===== config.mk =====
export PLATFORM = sky130hd
export DESIGN_NAME = pmc_cfg_regs
export DESIGN_NICKNAME = d
export VERILOG_FILES = /design/src/design/pmc_pkg.sv /design/src/design/pmc_cfg_regs.sv
export SDC_FILE = /design/constraint.sdc
export NUM_CORES = 1
export LEC_CHECK = 0
export BUFFER_PORTS_ARGS = -buffer_cell sky130_fd_sc_hd__buf_2
export CAP_MARGIN = 20
export CORE_MARGIN = 1
export CORE_UTILIZATION = 30
export DETAILED_ROUTE_END_ITERATION = 8
export PLACE_DENSITY = 0.56
export SETUP_SLACK_MARGIN = 0.5
export SYNTH_ARGS = -nofsm -noshare
export SYNTH_HDL_FRONTEND = slang
export SYNTH_SLANG_ARGS = --single-unit

===== constraint.sdc =====
create_clock -name clk -period 1.3 [get_ports clk]
set_clock_uncertainty 0.2 [all_clocks]
set_input_delay 0.065 -clock clk [delete_from_list [all_inputs] [get_ports clk]]
set_output_delay 0.065 -clock clk [all_outputs]
set_load 0.02 [all_outputs]

===== src/design/pmc_pkg.sv =====
// shared types and constants of the pid move controller
// used by pmc_cfg_regs, pmc_core and pid_move_controller; no dependencies
package pmc_pkg;

  localparam int DEF_SAMPLE_WIDTH = 16;
  localparam int DEF_SUM_WIDTH    = 32;

  localparam int TARGET_WIDTH    = 16;
  localparam int MAX_ERR_WIDTH   = 17;
  localparam int GAIN_WIDTH      = 16;
  localparam int TIME_WIDTH      = 16;
  localparam int PERIOD_WIDTH    = 10;
  localparam int DRIVE_WIDTH     = 12;
  localparam int DRIVE_MAG_WIDTH = 11;

  localparam int CFG_INDEX_WIDTH = 3;
  localparam int CFG_DATA_WIDTH  = 17;

  // register indexes
  localparam logic [CFG_INDEX_WIDTH-1:0] REG_TARGET  = 3'd0;
  localparam logic [CFG_INDEX_WIDTH-1:0] REG_MAX_ERR = 3'd1;
  localparam logic [CFG_INDEX_WIDTH-1:0] REG_GAIN_P  = 3'd2;
  localparam logic [CFG_INDEX_WIDTH-1:0] REG_GAIN_I  = 3'd3;
  localparam logic [CFG_INDEX_WIDTH-1:0] REG_GAIN_D  = 3'd4;
  localparam logic [CFG_INDEX_WIDTH-1:0] REG_TIMEOUT = 3'd5;
  localparam logic [CFG_INDEX_WIDTH-1:0] REG_PERIOD  = 3'd6;

  localparam logic [MAX_ERR_WIDTH-1:0] MAX_ERR_RESET = 17'h1FFFF;
  localparam logic [PERIOD_WIDTH-1:0]  PERIOD_RESET  = 10'd15;

  // drive is Q12.4 percent: 100 % and 2.5 %
  localparam int DRIVE_LIMIT  = 1600;
  localparam int SETTLE_LIMIT = 40;
  // products carry 12 fraction bits, drive keeps 4
  localparam int FRAC_DROP    = 8;
  localparam int ROUND_BIAS   = 128;

  typedef struct packed {
    logic signed [TARGET_WIDTH-1:0] target_position;
    logic [MAX_ERR_WIDTH-1:0]       max_error;
    logic signed [GAIN_WIDTH-1:0]   gain_p;
    logic signed [GAIN_WIDTH-1:0]   gain_i;
    logic signed [GAIN_WIDTH-1:0]   gain_d;
    logic [TIME_WIDTH-1:0]          timeout_ms;
    logic [PERIOD_WIDTH-1:0]        period_ms;
  } pmc_cfg_t;

  typedef struct packed {
    logic                          has;
    logic signed [DRIVE_WIDTH-1:0] drive;
    logic                          done_res;
    logic                          timed_out;
  } pmc_result_t;

endpackage


===== src/design/pmc_cfg_regs.sv =====
// configuration register file of the pid move controller
// depends on pmc_pkg
module pmc_cfg_regs (
  input  logic                                clk,
  input  logic                                rst,
  input  logic                                wr_en,
  input  logic [pmc_pkg::CFG_INDEX_WIDTH-1:0] wr_index,
  input  logic [pmc_pkg::CFG_DATA_WIDTH-1:0]  wr_data,
  output pmc_pkg::pmc_cfg_t                   cfg
);

  always_ff @(posedge clk) begin
    if (rst) begin
      cfg.target_position <= '0;
      cfg.max_error       <= pmc_pkg::MAX_ERR_RESET;
      cfg.gain_p          <= '0;
      cfg.gain_i          <= '0;
      cfg.gain_d          <= '0;
      cfg.timeout_ms      <= '0;
      cfg.period_ms       <= pmc_pkg::PERIOD_RESET;
    end else if (wr_en) begin
      case (wr_index)
        pmc_pkg::REG_TARGET:  cfg.target_position <= wr_data[pmc_pkg::TARGET_WIDTH-1:0];
        pmc_pkg::REG_MAX_ERR: cfg.max_error       <= wr_data[pmc_pkg::MAX_ERR_WIDTH-1:0];
        pmc_pkg::REG_GAIN_P:  cfg.gain_p          <= wr_data[pmc_pkg::GAIN_WIDTH-1:0];
        pmc_pkg::REG_GAIN_I:  cfg.gain_i          <= wr_data[pmc_pkg::GAIN_WIDTH-1:0];
        pmc_pkg::REG_GAIN_D:  cfg.gain_d          <= wr_data[pmc_pkg::GAIN_WIDTH-1:0];
        pmc_pkg::REG_TIMEOUT: cfg.timeout_ms      <= wr_data[pmc_pkg::TIME_WIDTH-1:0];
        pmc_pkg::REG_PERIOD:  cfg.period_ms       <= wr_data[pmc_pkg::PERIOD_WIDTH-1:0];
        default: ;
      endcase
    end
  end

endmodule


Word level (Yosys, flattened, before mapping) --
Index checks and enable logic that the tools add are counted.
Cells by class: add/subtract/negate cells 0, $mul 0, div/mod/pow operators 0, magnitude comparators 0, equal/unequal tests 6, shift-type cells 0, mux-type cells 0, bitwise operators 0, reduce and logical (&&, ||, !) cells 8
Operator list (count):
- 2-bit AND reduction | 7
- 3-bit equality test (second input constant) | 3
- 3-bit by 2-bit equality test with 1-bit output (second input constant) | 2
- 3-bit by 1-bit equality test with 1-bit output (second input constant) | 1
- 3-bit zero test | 1
Word-level totals: flip-flop bits (word level) 107, latch bits 0, memory bits (writable) 0, ROM bits 0, input port bits 23, output and inout port bits 107, word-level logic and storage cells 21, memories 0

Logic depth before layout (Yosys ltp) --
word-level depth 2, mapped depth 4, depth with buffers taken out 2

Worst setup path before layout --
OpenSTA, ideal clock, no wires.
path kind input to register, start point input port wr_index[0] in the netlist's numbering, end point register cfg[100] in the netlist's numbering, setup time 124 ps, arrival time 983 ps, required time 976 ps, slack -6 ps, cell stages on the path 4, buffers on the path 2, cell sequence or4b_1 buf_6 buf_12 mux2i_1
Between the ends: longest elaborated chain between the ends 2
Ends and longest elaborated chain:
- from (decl) | RTL line pmc_cfg_regs.sv:7 | input logic [pmc_pkg::CFG_INDEX_WIDTH-1:0] wr_index,
- 3-bit zero test | RTL line pmc_cfg_regs.sv:22 | case (wr_index)
- 2-bit AND reduction (no source line)
- to (decl) | RTL line pmc_cfg_regs.sv:9 | output pmc_pkg::pmc_cfg_t cfg
No other way between the ends. A chain may end at the register's enable or synchronous reset.

Worst setup path in the final report --
start point register cfg[48] in the netlist's numbering, end point output port cfg[48] in the netlist's numbering
No word-level cell between the ends.

==> results_tabular.tex <==
\begin{tabular}{lr}
\hline
Metric & Value \\
\hline
\multicolumn{2}{l}{\textbf{Synthesis}} \\
Async set-or-reset flop fraction in the synthesized netlist & 0\% \\
Number of warnings reported in the yosys synthesis log & 0 \\
Prevailing post-synth register cell & dfxtp\_1 \\
Leading cell types by total area after synthesis & dfxtp\_1, mux2i\_1, nand2b\_1, nor2\_1, clkbuf\_1 \\
Post-synthesis cell type with the largest combined area & dfxtp\_1 \\
Synth top area share & between 50\% and 60\% \\
Sequential share of the synthesized area & between 50\% and 60\% \\
Flop and latch count out of synthesis & roughly 110 \\
Netlist area before placement & around 4200 sq um \\
Post-synthesis average cell area & 10.82 sq um \\
Post-synth EDFFs & 0 \\
Post-synthesis cell count & 390 \\
Top cells by count, synth & dfxtp\_1, mux2i\_1, nand2b\_1 \\
Syn Nets & about 410 \\
Number of library cell types mapped by synthesis & 15 \\
\multicolumn{2}{l}{\textbf{CTS}} \\
Register clock-pin slew on the reported worst setup and hold paths & 0.07 ns \\
CTS buffer count & 9 \\
Clock tree from TritonCTS & yes \\
Clock network latency to the later pin of the worst-skew pair & 0.35 ns \\
Buffers from clock root to sink, at most & 2 \\
Total number of clock tree sinks & 107 \\
Library cell used as clock root buffer & clkbuf\_16 \\
CTS H-tree depth & 3 \\
\multicolumn{2}{l}{\textbf{Floorplanning}} \\
I/O pin cnt & 130 \\
Effective utilization at floorplan & 31.25\% \\
Die X-Extent & 120.6 microns \\
Count of standard-cell rows & 42 \\
Chip height & 120.6 microns \\
Standard cell core area & 13510 sq um \\
Die outline area & 14550 sq um \\
\multicolumn{2}{l}{\textbf{Timing}} \\
Number of endpoints with negative hold slack in the final report & 86 \\
Final Max Tran Viols & 0 \\
Final period utilization & 84.14\% \\
Setup WS post-layout & between 0.2 and 0.25 ns \\
Number of setup violations in the final report & 0 \\
Worst hold-check slack & -0.1999 ns \\
Slew margin rel. & 78.09\% \\
Final critical-path required period & 1.094 ns \\
Fmax achieved & 914.2 MHz \\
RSZ-0062 raised after global routing & true \\
Transition time at the pin with the least slew margin & 0.3286 ns \\
\multicolumn{2}{l}{\textbf{Placement}} \\
Number of buffers added on ports & 129 \\
Inst Count DP & 688 \\
Detailed-placement wirelength estimate & 7762 microns \\
Worst slack, placed & -0.08537 ns \\
Gpl congestion & 0.7718 \\
\multicolumn{2}{l}{\textbf{Drt}} \\
Wire length per cell after detailed routing & 16.77 microns \\
Routed Antenna Nets & 0 \\
Iteration-0 DRC Markers & 135 \\
Via count & 3396 \\
Final wirelength & 12860 microns \\
Total DRC errors in the routed layout & 0 \\
Average via count per standard cell & 4.428 \\
Pre-antenna DRT Iters & 4 \\
\multicolumn{2}{l}{\textbf{Critical path}} \\
CP Class & flop to output pin \\
Worst EP arrival & roughly 0.83 ns \\
Launching instance or port of the critical path & cfg[48] \\
Slowest stage delay, CP & 0.36 ns \\
Total stage count of the critical path & 1 \\
Count of cells along the worst register-to-register path & 4 \\
Worst setup path endpoint & cfg[48] \\
Category of the worst setup path launch point & flop \\
Worst setup EP type & output pin \\
Data required time of the worst path & between 1 and 1.5 ns \\
Critical path, cell by cell & buf\_6 \\
Critical Path Slowest Stage Cell & dfxtp\_2 \\
Reg2Reg Launch Point & cfg[6] \\
Worst reg2reg path endpoint & cfg[6] \\
R2R Setup Slk & 0.32 ns \\
Number of buffers and inverters on the critical path & 1 \\
CP top delay family & flip-flops \\
Maximum fanout count along the critical path & 2 \\
\multicolumn{2}{l}{\textbf{GRT}} \\
Initial antenna violation count & 0 \\
Largest net degree at the start of global routing & 40 \\
Wire length of the first global-routing pass & about 19000 microns \\
Via count of the first global-routing pass & 3521 \\
GRT overflow & 0 \\
Global-route usage over all layers & between 10\% and 20\% \\
\multicolumn{2}{l}{\textbf{Pwr}} \\
Pwr/cell area & 949.9 nW/um\^{}2 \\
IR Drop Worst-Case VDD & approximately 540 uV \\
Leakage power summed over all cells & 0.003462 uW \\
Pwr Total & 6930 uW \\
\multicolumn{2}{l}{\textbf{Finish}} \\
Top Registers & cfg: 107 flops \\
Number of standard cells in the final layout excluding fillers & 767 \\
Most flop-heavy register & cfg \\
Synth-to-layout area growth & 72.87\% \\
Flip-flop count of the largest register after layout & 107 \\
Count of antenna diodes in the layout & 0 \\
Fraction of final layout cells sized beyond drive strength 1 & 62.61\% \\
NumNets Final & 609 \\
\multicolumn{2}{l}{\textbf{Outcome}} \\
Result of the run & finished with violations \\
Failing checks & hold timing \\
\multicolumn{2}{l}{\textbf{Run}} \\
Count of maximum capacitance violations & 0 \\
\multicolumn{2}{l}{\textbf{Hold path}} \\
HP Class & primary input to flop \\
\hline
\end{tabular}
==> power breakdown <==
part           total, uW  switching [uW]  internal, uW  leakage, uW
logic                888             406           481      0.00242
clock network       2620            1220          1400     0.000143
registers           3420            59.0          3360     0.000899
==> routing by layer <==
layer	up-vias	GRT usage [%]	wire length, microns
met2	81	29.81	6400
met4	0	8.410	308
met5	-	0	0
li1	1677	-	-
met3	19	3.726	493
met1	1619	21.44	5659
==> through the flow <==
stage,area (sq um),utilization (%),setup TNS [ns]
2_1_floorplan,4556,-,0
3_3_place_gp,5374,39.79,-1.624
3_5_place_dp,5374,39.79,-2.210
4_1_cts,6860,50.80,0
5_1_grt,7296,54.02,0
6_report,7296,54.02,0
==> worst min path at each step <==
stage                     slack (ns)  endpoint  cells after the start   startpoint
after global routing           -0.20    cfg[0]                      3   wr_data[0]
after floorplan                 0.03    cfg[0]                      2   wr_data[0]
after CTS                      -0.22   cfg[90]                      3  wr_data[16]
final                          -0.20   cfg[90]                      3  wr_data[16]
after global placement          0.13   cfg[90]                      3  wr_data[16]
after detailed placement        0.16   cfg[90]                      3  wr_data[16]
==> worst register-to-register path, delay by kind of cell, from the launching register on <==
| kind | cells | cell delay (ns) |
|---|---|---|
| and+or+nand+nor | 1 | 0.06 |
| DFF | 1 | 0.33 |
| buffers and inverters | 2 | 0.21 |
| muxes | 1 | 0.07 |
==> cells by family (layout without fill, tap and decap cells) <==
group                  Yosys count  after routing  share of synthesized area [%]
buffers and inverters           28            228                          3.498
flip-flops                     107            107                          50.76
multiplexers                   107            107                          25.38
AND/OR/NAND/NOR                148            149                          20.37
==> placed cells by master (no fill, tap or decap), drive strengths merged <==
cell / instances
nand2b: 102
clkinv: 3
clkbuf: 14
inv: 1
nor2: 38
nor4bb: 1
mux2i: 107
or4b: 2
buf: 210
dfxtp: 107
nand4b: 3
nor4b: 1
nand4bb: 1
and4bb: 1
==> layout make-up <==
class	count	area (sq um)
multi-input combinational	256	2191
tap	176	220.2
clock inverter	4	23.77
timing repair buffer	212	2326
fill	1180	6210
sequential	107	2278
clock buffer	12	256.5
==> timing repair <==
item                                   4_1_cts  5_1_grt
resized for setup                          332       39
cloned                                       5        1
pin swaps                                    6        4
endpoints found under the hold margin       95       78
setup buffers                               25       32
setup endpoints to repair                  212      214
Power figures use the tool's default switching activity.
